### config.mk
export PLATFORM = sky130hd
export DESIGN_NAME = hue_lightness_to_rgb
export DESIGN_NICKNAME = d
export VERILOG_FILES = /design/src/rtl/hlrgb_pkg.sv /design/src/rtl/hue_lightness_to_rgb.sv /design/src/rtl/hlrgb_shade.sv
export SDC_FILE = /design/constraint.sdc
export NUM_CORES = 1
export LEC_CHECK = 0
export ABC_AREA = 1
export BUFFER_PORTS_ARGS = -buffer_cell sky130_fd_sc_hd__buf_2
export CAP_MARGIN = 20
export CORE_MARGIN = 4
export CORE_UTILIZATION = 67
export DETAILED_ROUTE_END_ITERATION = 12
export PLACE_DENSITY_LB_ADDON = 0.2
export SLEW_MARGIN = 20
export SYNTH_ARGS = -nofsm -noshare
export SYNTH_HDL_FRONTEND = slang
export SYNTH_HIERARCHICAL = 1
export SYNTH_SLANG_ARGS = --single-unit
### constraint.sdc
create_clock -name clk -period 9.85 [get_ports clk]
set_clock_uncertainty 0.1 [all_clocks]
set_input_delay 1.97 -clock clk [delete_from_list [all_inputs] [get_ports clk]]
set_output_delay 1.97 -clock clk [all_outputs]
set_load 0.02 [all_outputs]
### src/rtl/hlrgb_pkg.sv
// Shared types and constants for the hue/lightness to RGB converter.
// Holds the hue ramp table and the shading mode codes.
// No dependencies.
`timescale 1ns / 1ps

package hlrgb_pkg;

  localparam int RegionSteps = 40;
  localparam int FullScale   = 255;
  localparam int NumRegions  = 6;

  // Region code 6 and 7 mean the hue is out of range.
  typedef logic [2:0] region_t;
  localparam region_t RegionInvalid = region_t'(NumRegions);

  // How the lightness stage treats a channel.
  typedef enum logic [1:0] {
    SH_PASS   = 2'b00,
    SH_DARK   = 2'b01,
    SH_BRIGHT = 2'b10
  } shade_mode_t;

  // Load enables for the two shading stages.
  typedef struct packed {
    logic load_prod;
    logic load_out;
  } shade_ctl_t;

  typedef logic [RegionSteps-1:0][7:0] ramp_lut_t;

  // The rising ramp offset * 255 / 40, built once at elaboration.
  function automatic ramp_lut_t build_ramp();
    ramp_lut_t lut;
    for (int i = 0; i < RegionSteps; i++) begin
      lut[i] = 8'((i * FullScale) / RegionSteps);
    end
    return lut;
  endfunction

  localparam ramp_lut_t RampLut = build_ramp();

endpackage

### src/rtl/hue_lightness_to_rgb.sv
// Top level of the hue/lightness to RGB converter at full saturation.
// Depends on hlrgb_pkg and hlrgb_shade.
`timescale 1ns / 1ps

// Usage:
// A beat on the hl channel carries a hue (0..239, six regions of 40) and a
// lightness byte. A beat is taken at a rising edge with hl_valid high and
// hl_stall low. Each beat gives one beat on the rgb channel with red, green
// and blue, and hue_invalid set when the hue is 240 or more (base color then
// black, still shaded by lightness).
// The pipeline has four register stages: region and ramp lookup, base color,
// per-channel multiply, then the divide and output register. One beat is taken
// every cycle while the pipeline is not held up by rgb_stall.
// The rate is set by the three 8x8 multipliers, one per channel, which start
// a new product every cycle unless the pipeline is stalled.
// When the receiver raises rgb_stall, the output holds and stages stop from
// the back only as far as they are full, so no beat is lost or repeated and
// empty stages still fill. hl_stall rises once every stage is full.
// A synchronous reset empties all stages; no result is pending afterward.

module hue_lightness_to_rgb (
  input  logic       clk,
  input  logic       rst,
  input  logic       hl_valid,
  output logic       hl_stall,
  input  logic [7:0] hue,
  input  logic [7:0] lightness,
  output logic       rgb_valid,
  input  logic       rgb_stall,
  output logic [7:0] red,
  output logic [7:0] green,
  output logic [7:0] blue,
  output logic       hue_invalid
);
  import hlrgb_pkg::*;

  logic en1, en2, en3, en_out;
  logic s1_valid, s2_valid, s3_valid;

  region_t    region_next;
  logic [7:0] floor_next;
  logic [7:0] offset_next;

  region_t    s1_region;
  logic [7:0] s1_ramp;
  logic [7:0] s1_light;

  logic [7:0]  r_next, g_next, b_next, k_next;
  shade_mode_t mode_next;
  logic [7:0]  s2_r, s2_g, s2_b, s2_k;
  shade_mode_t s2_mode;
  logic        s2_bad;
  logic        s3_bad;

  shade_ctl_t ctl;

  // Each stage moves when it is empty or the stage after it moves.
  always_comb begin
    en_out   = !rgb_valid || !rgb_stall;
    en3      = !s3_valid || en_out;
    en2      = !s2_valid || en3;
    en1      = !s1_valid || en2;
    hl_stall = !en1;
    ctl.load_prod = en3;
    ctl.load_out  = en_out;
  end

  // Valid bits travel with the data.
  always_ff @(posedge clk) begin
    if (rst) begin
      s1_valid  <= 1'b0;
      s2_valid  <= 1'b0;
      s3_valid  <= 1'b0;
      rgb_valid <= 1'b0;
    end else begin
      if (en1)    s1_valid  <= hl_valid;
      if (en2)    s2_valid  <= s1_valid;
      if (en3)    s3_valid  <= s2_valid;
      if (en_out) rgb_valid <= s3_valid;
    end
  end

  // Stage 1: find the hue region by threshold compares, then the ramp value.
  always_comb begin
    if (hue < 8'(RegionSteps)) begin
      region_next = region_t'(0);
      floor_next  = 8'd0;
    end else if (hue < 8'(2 * RegionSteps)) begin
      region_next = region_t'(1);
      floor_next  = 8'(RegionSteps);
    end else if (hue < 8'(3 * RegionSteps)) begin
      region_next = region_t'(2);
      floor_next  = 8'(2 * RegionSteps);
    end else if (hue < 8'(4 * RegionSteps)) begin
      region_next = region_t'(3);
      floor_next  = 8'(3 * RegionSteps);
    end else if (hue < 8'(5 * RegionSteps)) begin
      region_next = region_t'(4);
      floor_next  = 8'(4 * RegionSteps);
    end else if (hue < 8'(6 * RegionSteps)) begin
      region_next = region_t'(5);
      floor_next  = 8'(5 * RegionSteps);
    end else begin
      region_next = RegionInvalid;
      floor_next  = 8'(6 * RegionSteps);
    end
    offset_next = hue - floor_next;
  end

  always_ff @(posedge clk) begin
    if (en1) begin
      s1_region <= region_next;
      // Out-of-range offsets are not looked up; the color is black anyway.
      s1_ramp   <= (offset_next < 8'(RegionSteps)) ? RampLut[offset_next[5:0]] : 8'd0;
      s1_light  <= lightness;
    end
  end

  // Stage 2: base color from the region, and the lightness factor.
  always_comb begin
    r_next = 8'd0;
    g_next = 8'd0;
    b_next = 8'd0;
    unique case (s1_region)
      region_t'(0): begin r_next = 8'hFF;           g_next = s1_ramp;         end
      region_t'(1): begin r_next = 8'hFF - s1_ramp; g_next = 8'hFF;           end
      region_t'(2): begin g_next = 8'hFF;           b_next = s1_ramp;         end
      region_t'(3): begin g_next = 8'hFF - s1_ramp; b_next = 8'hFF;           end
      region_t'(4): begin r_next = s1_ramp;         b_next = 8'hFF;           end
      region_t'(5): begin r_next = 8'hFF;           b_next = 8'hFF - s1_ramp; end
      default: begin
      end
    endcase
    if (s1_light < 8'd127) begin
      mode_next = SH_DARK;
      k_next    = 8'd128 - s1_light;
    end else if (s1_light > 8'd127) begin
      mode_next = SH_BRIGHT;
      k_next    = s1_light - 8'd128;
    end else begin
      mode_next = SH_PASS;
      k_next    = 8'd0;
    end
  end

  always_ff @(posedge clk) begin
    if (en2) begin
      s2_r    <= r_next;
      s2_g    <= g_next;
      s2_b    <= b_next;
      s2_k    <= k_next;
      s2_mode <= mode_next;
      s2_bad  <= (s1_region >= RegionInvalid);
    end
  end

  // Stages 3 and 4: shading of each channel.
  hlrgb_shade u_shade_r (
    .clk    (clk),
    .ctl    (ctl),
    .base   (s2_r),
    .mode   (s2_mode),
    .k      (s2_k),
    .result (red)
  );

  hlrgb_shade u_shade_g (
    .clk    (clk),
    .ctl    (ctl),
    .base   (s2_g),
    .mode   (s2_mode),
    .k      (s2_k),
    .result (green)
  );

  hlrgb_shade u_shade_b (
    .clk    (clk),
    .ctl    (ctl),
    .base   (s2_b),
    .mode   (s2_mode),
    .k      (s2_k),
    .result (blue)
  );

  // The invalid flag follows the channels through the last two stages.
  always_ff @(posedge clk) begin
    if (en3)    s3_bad      <= s2_bad;
    if (en_out) hue_invalid <= s3_bad;
  end

endmodule

### src/rtl/hlrgb_shade.sv
// Lightness shading of one color channel: a multiply stage and a divide stage.
// Depends on hlrgb_pkg for the mode codes and the stage control struct.
`timescale 1ns / 1ps

module hlrgb_shade (
  input  logic                clk,
  input  hlrgb_pkg::shade_ctl_t ctl,
  input  logic [7:0]          base,
  input  hlrgb_pkg::shade_mode_t mode,
  input  logic [7:0]          k,
  output logic [7:0]          result
);
  import hlrgb_pkg::*;

  logic [7:0]  operand;
  logic [15:0] prod_full;
  logic [14:0] prod;
  logic [7:0]  base_d;
  shade_mode_t mode_d;

  logic [7:0] q0;
  logic [8:0] rem0;
  logic [7:0] q_bright;
  logic [7:0] result_next;

  // Darkening scales the channel, washing scales its distance to white.
  always_comb begin
    operand   = (mode == SH_BRIGHT) ? (8'hFF - base) : base;
    prod_full = operand * k;
  end

  // Product stage: the largest product is 255 * 128, which fits 15 bits.
  always_ff @(posedge clk) begin
    if (ctl.load_prod) begin
      prod   <= prod_full[14:0];
      base_d <= base;
      mode_d <= mode;
    end
  end

  // Divide by 128 (dark) or by 127 (bright: /128 corrected by up to three).
  always_comb begin
    q0       = prod[14:7];
    rem0     = {2'b00, prod[6:0]} + {1'b0, q0};
    q_bright = q0 + 8'(rem0 >= 9'd127) + 8'(rem0 >= 9'd254) + 8'(rem0 >= 9'd381);
    unique case (mode_d)
      SH_DARK:   result_next = base_d - q0;
      SH_BRIGHT: result_next = base_d + q_bright;
      default:   result_next = base_d;
    endcase
  end

  always_ff @(posedge clk) begin
    if (ctl.load_out) begin
      result <= result_next;
    end
  end

endmodule

* After elaboration in Yosys (flattened, before gate mapping)
Memories as Yosys holds them, arrays and structs flattened. A register that Yosys moved wholly into a read port is not among the register bits. Cells that the tools add are included.
Operators by class: add/subtract/negate cells 25, multiply operators 3, $lt $le $gt $ge 19, eq/ne operators 8, mux-type cells 23, reduce and logical (&&, ||, !) cells 17
Operators by type and width (number):
- adder 8 x 1 -> 8 bit | 9
- two-way mux 8 bit | 9
- case mux 8 bit (3 select lines) | 3
- case mux 8 bit (2 select lines) | 3
- multiplier 8 x 8 -> 15 bit | 3
- subtractor 8 bit, first input constant | 5
- subtractor 8 bit | 4
- adder 7 x 8 -> 9 bit | 3
- >= comparator 9 x 7 -> 1 bit, second input constant | 3
- >= comparator 9 x 8 -> 1 bit, second input constant | 3
- >= comparator 9 bit, second input constant | 3
- adder 8 bit | 3
- less-than comparator 8 x 7 -> 1 bit, second input constant | 3
- less-than comparator 8 bit, second input constant | 3
- less-than comparator 8 x 6 -> 1 bit, second input constant | 2
- two-way mux 2 bit | 5
- > comparator 8 x 7 -> 1 bit, second input constant | 1
- OR reduction 2 bit | 4
- subtractor 8 bit, second input constant | 1
- zero test 1 bit | 7
- two-way mux 7 bit | 1
- equality test 3 x 2 -> 1 bit, second input constant | 2
- equality test 3 bit, second input constant | 2
- two-way mux 6 bit | 1
- other kinds (8) | 12
Word-level totals: bits in registers 147, bits in read-only memories 512, input bits 20, output and inout port bits 27, word-level logic and storage cells 122, memories 1
Memories:
- (name not given) | words 64, bits a word 8, read ports 1, clocked after Yosys merged registers in 1, write ports 0, RTL line hue_lightness_to_rgb.sv:114 | s1_ramp <= (offset_next < 8'(RegionSteps)) ? RampLut[offset_next[5:0]] : 8'd0;

* Depth between registers and ports, before layout
Gate-level depths: netlist of the first run.
word-level depth 10, mapped depth 24, gate-level depth less buffers 23

* By module
Netlist of the first run, hierarchy kept.
Modules (own cells, without submodules):
- hlrgb_shade (u_shade_g) | times used 1, cells an instance 609, area an instance 4626.9 um2, seq. area each 991.0 um2
- hlrgb_shade (u_shade_r) | times used 1, cells an instance 596, area an instance 4621.9 um2, seq. area each 991.0 um2
- hlrgb_shade (u_shade_b) | times used 1, cells an instance 596, area an instance 4601.9 um2, seq. area each 991.0 um2
- hue_lightness_to_rgb | times used 1, cells an instance 360, area an instance 3335.7 um2, seq. area each 1761.7 um2

* Worst setup path before layout of the first run
OpenSTA, ideal clock, no wires.
path kind input -> output, from input rgb_stall, to output hl_stall, data arrival time 5162 ps, data required time 7780 ps, slack 2618 ps, cell stages on the path 6, path buffers 0, cell sequence nand2_1 -> nor2_1 -> inv_1 -> nor2_1 -> nand2_1 -> inv_1
On the way: cells in the longest elaborated chain, start to end 6
RTL lines:
- start, declared | RTL line hue_lightness_to_rgb.sv:29 | input logic rgb_stall,
- zero test 1 bit | RTL line hue_lightness_to_rgb.sv:59 | en_out = !rgb_valid || !rgb_stall;
- logical OR 1 bit | RTL line hue_lightness_to_rgb.sv:59
- logical OR 1 bit | RTL line hue_lightness_to_rgb.sv:60 | en3 = !s3_valid || en_out;
- net en3 | RTL line hue_lightness_to_rgb.sv:37 | logic en1, en2, en3, en_out;
- logical OR 1 bit | RTL line hue_lightness_to_rgb.sv:61 | en2 = !s2_valid || en3;
- logical OR 1 bit | RTL line hue_lightness_to_rgb.sv:62 | en1 = !s1_valid || en2;
- zero test 1 bit | RTL line hue_lightness_to_rgb.sv:63 | hl_stall = !en1;
- end, declared | RTL line hue_lightness_to_rgb.sv:25 | output logic hl_stall,
The timed path passes the listed nets, and every way through them passes these cells.

* Final worst setup path of the first run
from input rgb_stall, to output hl_stall
On the way: cells in the longest elaborated chain, start to end 6
RTL lines (RTL line):
- zero test 1 bit | hue_lightness_to_rgb.sv:59
- logical OR 1 bit | hue_lightness_to_rgb.sv:59
- net en_out | hue_lightness_to_rgb.sv:37
- logical OR 1 bit | hue_lightness_to_rgb.sv:60
- net en3 | hue_lightness_to_rgb.sv:37
- logical OR 1 bit | hue_lightness_to_rgb.sv:61
- logical OR 1 bit | hue_lightness_to_rgb.sv:62
- zero test 1 bit | hue_lightness_to_rgb.sv:63
The timed path passes the listed nets, and every way through them passes these cells.

==> out/qor.json, run 1 <==
{
  "clock_network": {
    "post_cts_resized": 0,
    "worst_skew_pair.late_latency_ns": 0.43,
    "cts_post_setup_buffers_inserted": 0,
    "clock_tree.htree_level_count": 4,
    "cts_sinks": 159,
    "clock_path_buffers": 2,
    "cts_tree": "yes",
    "clockRootBuffer": "sky130_fd_sc_hd__clkbuf_16",
    "clkTransAtPathRegs_ns": 0.06,
    "hold_buf_count_cts": 0,
    "tritoncts.num_buffers": 17
  },
  "drt": {
    "detail_route.wirelength_um": 36730,
    "detailedRoute.firstIterationViolations": 1081,
    "dr_total_vias": 13940,
    "detail_route.drc_violations": 0,
    "drt_first_pass_iters": 6,
    "ant_nets": 0,
    "vias_per_cell": 5.445,
    "detail_route.wl_per_cell_um": 14.34
  },
  "worst_setup_path": {
    "crit_type": "input port to output port",
    "critPathMaxFanout": 20,
    "cp_peak_stage_delay_ns": 0.52,
    "crit_path_top_delay_cell": "sky130_fd_sc_hd__nand2_1",
    "startpoint_type": "input port",
    "path_cells": "buf_2 > nand2_1 > nor2_1 > inv_2 > nor2_1 > nand2_1 > inv_1 > buf_2",
    "critical_path.endpoint_type": "output port",
    "timing.critical_path.required_ns": 7.78,
    "arrival_time_reported_for_the_critical_path_endpoint_ns": 3.85
  },
  "sta": {
    "achievable-frequency_ghz": 0.1691,
    "slew-limit-headroom": 0.3824,
    "worst-slew-pin-transition_ns": 0.9265,
    "period_needed_ns": 5.915,
    "finalSetupViolCount": 0,
    "unrepaired_setup_endpoints_after_global_routing": "no",
    "slew_violations": 0,
    "fin_tns_setup_ns": 0,
    "hold_viol": 0,
    "post_route_clock_period_utilization": 0.6005
  },
  "yosys": {
    "postSynthNetCount": 2502,
    "synth_top_flop_cell": "sky130_fd_sc_hd__edfxtp_1",
    "post_synthesis_register_bit_count": 159,
    "post-synth-top-area-fraction": 0.2708,
    "netlist_area_um2": 17190,
    "synth-warning-count": 6,
    "post_synth.cell_area_avg_um2": 7.953,
    "synth.top_cells.by_area": "sky130_fd_sc_hd__edfxtp_1 27%, sky130_fd_sc_hd__ha_1 15%, sky130_fd_sc_hd__fa_1 14%, sky130_fd_sc_hd__nand2_1 11%, sky130_fd_sc_hd__inv_1 9.7%",
    "most_frequently_used_cell_type_in_the_post_synthesis_netlist": "sky130_fd_sc_hd__nand2_1",
    "postSynth.asyncResetShare": 0,
    "seq_area_frac_synth": 0.2755,
    "synth_top_cell_by_area": "sky130_fd_sc_hd__edfxtp_1",
    "synthDistinctLibCells": 51,
    "synth-edff-count": 155,
    "commonest_cells_in_the_netlist": "509 x sky130_fd_sc_hd__nand2_1, 445 x sky130_fd_sc_hd__inv_1, 227 x sky130_fd_sc_hd__nor2_1",
    "synthCells": 2161
  },
  "floorplanning": {
    "fp.dieH_um": 168.2,
    "io_pins": 47,
    "design.core.area_um2": 25180,
    "die_width_um": 168.2,
    "initial_utilization": 0.6825,
    "core.rowCount": 58,
    "fp.dieArea_um2": 28280
  },
  "run": {
    "maxCapViolCount": 0
  },
  "final_layout": {
    "area_growth_syn_to_layout_pct": 6.771,
    "seq_area_um2": 4735,
    "final_nets": 2559,
    "final_core_utilization": 0.7287,
    "n_fill_cell": 1950,
    "ant_diodes": 0,
    "fin_cells": 2561,
    "multiInputGateArea_um2": 10630,
    "final_layout_size_suffix_gt1_frac": 0.07799
  },
  "placed_design": {
    "buffer_ports.inserted": 46,
    "gp_routability_congestion": 0.9447,
    "post-place-cells": 2529,
    "detailed_place_hpwl_um": 29440
  },
  "pwr": {
    "power_density_nw_per_um2": 299.1,
    "ir_worst_vdd_mv": 0.1779,
    "cell_leakage_power_nw": 9.853
  },
  "grt": {
    "all_layer_global_routing_usage": 0.2674,
    "globalRouteOverflowTotal": 0,
    "pin_count_of_the_biggest_net_entering_global_routing": 78,
    "initial_antenna_violation_count": 0,
    "wire_length_of_the_first_global_routing_pass_um": 62580,
    "number_of_global_route_vias_before_repair": 13460
  },
  "run_status": {
    "run_status": "finished, final reports clean"
  },
  "min_path": {
    "worst_hold_path_type": "flip-flop to flip-flop"
  }
}
==> metrics by stage <==
stage / area [um^2] / power (mW) / setup WS, ns / hold WS [ns]
5_1_grt: 18350 / 6.118 / 3.762 / 0.3482
2_1_floorplan: 17190 / 4.020 / 2.618 / 0.3003
3_5_place_dp: 17790 / 4.797 / 3.951 / 0.3221
4_1_cts: 18350 / 5.470 / 3.942 / 0.3366
3_3_place_gp: 17770 / 4.668 / 3.453 / 0.3158
6_report: 18350 / 5.488 / 3.935 / 0.3358
==> critical path: cells and delay by family <==
kind                   cells  cell delay, ns
AND/OR/NAND/NOR            4            1.23
buffers and inverters      4            0.62
==> logic make-up (layout without fill, tap and decap cells) <==
kind of cell               count (synthesis)  count (layout)  synth area share
AOI/OAI and AO/OA                        190             190           0.06472
xor gates and xnor gates                  50              50           0.02766
adders and majority gates                321             321            0.2865
buffers and inverters                    478             548            0.1061
DFF                                      159             159            0.2755
and+or+nand+nor                          963             963            0.2394
==> state kept, by name, summed over array words and instances, names as in the netlist, 3 cells and up <==
name / flops
s1_light: 8
s1_ramp: 8
s1_region: 3
s2_b: 8
s2_g: 8
s2_k: 8
s2_r: 8
u_shade_b/base_d: 8
u_shade_b/prod: 15
u_shade_b/result: 8
u_shade_g/base_d: 8
u_shade_g/prod: 15
u_shade_g/result: 8
u_shade_r/base_d: 8
u_shade_r/prod: 15
u_shade_r/result: 8
==> power breakdown <==
| part | leakage (nW) | switching, mW | internal, mW | total (mW) |
|---|---|---|---|---|
| Sequential | 1.76 | 0.157 | 1.04 | 1.20 |
| Combinational | 7.83 | 2.28 | 1.38 | 3.65 |
| Clock | 0.265 | 0.285 | 0.352 | 0.636 |
| Total | 9.85 | 2.72 | 2.77 | 5.49 |
==> per-layer routing <==
metal  vias up  part of all wire  GRT usage
met4         0             0.017    0.06175
met3        72             0.061    0.04508
met2       462              0.47     0.4418
met1      6489              0.45     0.3740
li1       6921                 -          -
met5         -                 0          0
==> placed cells by master (no fill, tap or decap), types with 4 or more instances in the layout <==
cell,n
sky130_fd_sc_hd__a31oi_1,8
sky130_fd_sc_hd__nor2_1,227
sky130_fd_sc_hd__inv_1,444
sky130_fd_sc_hd__o211ai_1,9
sky130_fd_sc_hd__xnor2_2,4
sky130_fd_sc_hd__nand2_1,509
sky130_fd_sc_hd__clkinv_1,4
sky130_fd_sc_hd__nand3_1,125
sky130_fd_sc_hd__edfxtp_1,155
sky130_fd_sc_hd__xnor2_1,20
sky130_fd_sc_hd__nand2_2,22
sky130_fd_sc_hd__dfxtp_1,4
sky130_fd_sc_hd__nand2_4,6
sky130_fd_sc_hd__or2_2,11
sky130_fd_sc_hd__or2_1,13
sky130_fd_sc_hd__nor3_1,6
sky130_fd_sc_hd__nand3_2,6
sky130_fd_sc_hd__a21oi_2,5
sky130_fd_sc_hd__ha_1,200
sky130_fd_sc_hd__nand4_1,22
sky130_fd_sc_hd__nor2_2,6
sky130_fd_sc_hd__o31ai_1,8
sky130_fd_sc_hd__o21ai_0,46
sky130_fd_sc_hd__inv_2,21
sky130_fd_sc_hd__a21oi_1,85
sky130_fd_sc_hd__fa_1,121
sky130_fd_sc_hd__xor2_1,25
sky130_fd_sc_hd__o21ai_1,6
sky130_fd_sc_hd__inv_6,4
sky130_fd_sc_hd__buf_2,46
sky130_fd_sc_hd__clkbuf_16,17
==> cell type report <==
class,instances,share of cell area
Inverter,467,0.09553
Tap cell,330,0.02250
Sequential cell,159,0.2580
Clock buffer,18,0.02339
Timing Repair Buffer,49,0.01418
Clock inverter,14,0.007228
Multi-Input combinational cell,1524,0.5792
==> final timing paths <==
kind	cells after the start	from	to	slack [ns]
worst max-delay path	8	rgb_stall	hl_stall	3.93
worst min-delay path	0	s2_bad	s3_bad	0.34
worst max register to register	18	s2_mode[0]	u_shade_g/prod[12]	4.11
worst min register to register	0	s2_bad	s3_bad	0.34
No activity file was read; power rests on OpenSTA's default activity.
==> inputs of run 2 (changes only) <==
--- a/config.mk
+++ b/config.mk
@@ -5,11 +5,11 @@
 export SDC_FILE = /design/constraint.sdc
 export NUM_CORES = 1
 export LEC_CHECK = 0
-export ABC_AREA = 1
+export ABC_AREA = 0
 export BUFFER_PORTS_ARGS = -buffer_cell sky130_fd_sc_hd__buf_2
 export CAP_MARGIN = 20
 export CORE_MARGIN = 4
-export CORE_UTILIZATION = 67
+export CORE_UTILIZATION = 59
 export DETAILED_ROUTE_END_ITERATION = 12
 export PLACE_DENSITY_LB_ADDON = 0.2
 export SLEW_MARGIN = 20
==> constraint.sdc (replaced) <==
create_clock -name clk -period 5.2 [get_ports clk]
set_clock_uncertainty 0.1 [all_clocks]
set_input_delay 1.04 -clock clk [delete_from_list [all_inputs] [get_ports clk]]
set_output_delay 1.04 -clock clk [all_outputs]
set_load 0.02 [all_outputs]
==> out/qor.json, run 2 <==
{
  "run_status": {
    "run_status": "finished, final reports clean"
  },
  "final_layout": {
    "finalInstanceArea_um2": 18340,
    "reg_top3": "u_shade_b/prod (15), u_shade_g/prod (15), u_shade_r/prod (15)",
    "area_growth_syn_to_layout_pct": 10.36,
    "mostFrequentLayoutCell": "sky130_fd_sc_hd__inv_1",
    "final_cell_mix": "264 x sky130_fd_sc_hd__inv_1, 198 x sky130_fd_sc_hd__ha_1, 155 x sky130_fd_sc_hd__edfxtp_1",
    "final_nets": 2108,
    "final_layout_size_suffix_gt1_frac": 0.1101,
    "fin_cells": 2158,
    "ant_diodes": 0
  },
  "drt": {
    "detail_route.drc_violations": 0,
    "highest-signal-layer": "met4",
    "vias_per_cell": 5.592,
    "met3RoutedLength_um": 1251,
    "ant_nets": 0,
    "detailedRoute.firstIterationViolations": 750,
    "wl_met2_um": 16910,
    "detail_route.wirelength_um": 34660,
    "dr_total_vias": 12070,
    "detail_route.wirelength.met1_um": 15890,
    "drt_first_pass_iters": 5,
    "detail_route.wl_per_cell_um": 16.06
  },
  "floorplanning": {
    "fp.dieArea_um2": 30910,
    "fp.dieH_um": 175.8,
    "die_width_um": 175.8,
    "core.rowCount": 61,
    "io_pins": 47,
    "initial_utilization": 0.5980,
    "design.core.area_um2": 27780
  },
  "yosys": {
    "synth_top_family_by_area": "adder cells",
    "commonest_cells_in_the_netlist": "265 x sky130_fd_sc_hd__inv_1, 200 x sky130_fd_sc_hd__ha_1, 155 x sky130_fd_sc_hd__edfxtp_1",
    "synth.top_cells.by_area": "sky130_fd_sc_hd__edfxtp_1 28%, sky130_fd_sc_hd__ha_1 15%, sky130_fd_sc_hd__fa_1 15%, sky130_fd_sc_hd__inv_1 6.0%, sky130_fd_sc_hd__xnor2_1 4.5%",
    "share_of_synthesized_cell_area_in_full_adder_half_adder_and_majority_cells": 0.2964,
    "seq_area_frac_synth": 0.2850,
    "postSynthNetCount": 2030,
    "synth_simple_gate_area_share": 0.1507,
    "synth.mux.area_fraction": 0.01182,
    "synth_compound_area_frac": 0.1226,
    "post-synth-top-area-fraction": 0.2801,
    "synth-warning-count": 6,
    "postSynth.asyncResetShare": 0,
    "synth-edff-count": 155,
    "netlist_area_um2": 16610,
    "synth_top_cell_by_area": "sky130_fd_sc_hd__edfxtp_1",
    "synth_xor_area_frac": 0.06348,
    "synthDistinctLibCells": 85,
    "synth_top_flop_cell": "sky130_fd_sc_hd__edfxtp_1",
    "synthCells": 1689,
    "most_frequently_used_cell_type_in_the_post_synthesis_netlist": "sky130_fd_sc_hd__inv_1",
    "post_synthesis_register_bit_count": 159,
    "post_synth.cell_area_avg_um2": 9.837
  },
  "placed_design": {
    "post-place-cells": 2120,
    "buffer_ports.inserted": 46,
    "detailed_place.area_um2": 17480,
    "detailed_place_hpwl_um": 26950,
    "gp_routability_congestion": 0.8758,
    "dp_worst_setup_slack_ns": -0.06161
  },
  "grt": {
    "all_layer_global_routing_usage": 0.2320,
    "globalRouteOverflowTotal": 0,
    "number_of_global_route_vias_before_repair": 12320,
    "initial_antenna_violation_count": 0,
    "wire_length_of_the_first_global_routing_pass_um": 58890,
    "pin_count_of_the_biggest_net_entering_global_routing": 52
  },
  "min_path": {
    "worst_hold_path_type": "flip-flop to flip-flop"
  },
  "worst_setup_path": {
    "arrival_time_reported_for_the_critical_path_endpoint_ns": 5.09,
    "startpoint_type": "flip-flop",
    "crit_type": "flip-flop to flip-flop",
    "timing.critical_path.required_ns": 5.28,
    "critPathMaxFanout": 6,
    "critical_path.endpoint_type": "flip-flop"
  },
  "clock_network": {
    "tritoncts.num_buffers": 17,
    "cts_tree": "yes",
    "clockRootBuffer": "sky130_fd_sc_hd__clkbuf_16",
    "cts_sinks": 159,
    "clock_tree.htree_level_count": 4,
    "clock_path_buffers": 2,
    "worst_skew_pair.late_latency_ns": 0.44,
    "clkTransAtPathRegs_ns": 0.07
  },
  "sta": {
    "fin_tns_setup_ns": 0,
    "post_route_clock_period_utilization": 0.9641,
    "period_needed_ns": 5.013,
    "slew-limit-headroom": 0.3747,
    "worst-slew-pin-transition_ns": 0.9380,
    "fin_ws_ns": 0.1866,
    "finalSetupViolCount": 0,
    "hold_viol": 0,
    "unrepaired_setup_endpoints_after_global_routing": "yes",
    "achievable-frequency_ghz": 0.1995,
    "slew_violations": 0
  },
  "pwr": {
    "power_density_nw_per_um2": 598.4,
    "ir_worst_vdd_mv": 0.3624,
    "cell_leakage_power_nw": 8.469,
    "design_power_total_mw": 10.97
  },
  "run": {
    "maxCapViolCount": 0
  }
}
[run 2: cell type report]
class,count,area [um^2]
well taps,378,473.0
fillers,2266,9445
inverters,266,998.5
multi-input cells,1227,10900
clock inverters,15,197.7
clock buffers,17,425.4
flip-flops and latches,159,4735
repair buffers,96,605.6
[run 2: routing by layer]
layer | vias to the layer above | GRT usage
met5 | - | 0
met4 | 0 | 0.05848
met3 | 45 | 0.02863
met2 | 275 | 0.3990
met1 | 5863 | 0.3146
li1 | 5884 | -
[run 2: worst max-delay path, cell delays in order (launching register included)]
cell and delay (ns):
sky130_fd_sc_hd__edfxtp_1 0.44, sky130_fd_sc_hd__nand2b_4 0.22, sky130_fd_sc_hd__buf_4 0.18, sky130_fd_sc_hd__xnor2_1 0.18, sky130_fd_sc_hd__nand2_1 0.10, sky130_fd_sc_hd__fa_1 0.47
sky130_fd_sc_hd__fa_1 0.51, sky130_fd_sc_hd__inv_1 0.06, sky130_fd_sc_hd__fa_1 0.53, sky130_fd_sc_hd__inv_1 0.05, sky130_fd_sc_hd__fa_1 0.52, sky130_fd_sc_hd__inv_1 0.06
sky130_fd_sc_hd__ha_4 0.25, sky130_fd_sc_hd__nand3_1 0.09, sky130_fd_sc_hd__o211ai_1 0.12, sky130_fd_sc_hd__o41ai_2 0.34, sky130_fd_sc_hd__buf_4 0.18, sky130_fd_sc_hd__o21bai_1 0.07
sky130_fd_sc_hd__a21oi_1 0.18, sky130_fd_sc_hd__xnor2_1 0.08
[run 2: report_power, final]
part	internal, mW	total, mW	switching [mW]	leakage [nW]
clock	0.775	1.35	0.571	0.304
combinational	3.30	7.32	4.02	6.42
sequential	1.99	2.31	0.318	1.75
total	6.06	11.0	4.91	8.47
[run 2: final timing paths]
kind | slack, ns | start | depth (start not counted) | to
setup / recovery | 0.19 | s2_mode[0] | 19 | u_shade_r/prod[12]
hold reg to reg | 0.32 | s3_bad | 0 | hue_invalid
setup reg to reg | 0.19 | s2_mode[0] | 19 | u_shade_r/prod[12]
hold / removal | 0.32 | s3_bad | 0 | hue_invalid
[run 2: what timing repair did]
item | CTS | global route
hold buffers | 0 | 0
gates cloned | 0 | 0
endpoints found under the setup margin | 3 | 13
pin swaps | 0 | 4
resized for setup | 4 | 25
buffers inserted | 0 | 6
hold endpoints to repair | 0 | 0
[run 2: metrics by stage]
step                  util  hold slack, ns
finish              0.6600          0.3207
global route        0.6600          0.3318
CTS                 0.6526          0.3232
detailed placement  0.6293          0.3104
global placement    0.6293          0.3056
floorplan                -          0.3003
[run 2: cell families after synthesis]
| group | Yosys count |
|---|---|
| fa+ha+maj | 321 |
| simple gates | 477 |
| xor+xnor | 117 |
| compound gates | 294 |
| buf+inv | 303 |
| mux | 18 |
| flops | 159 |
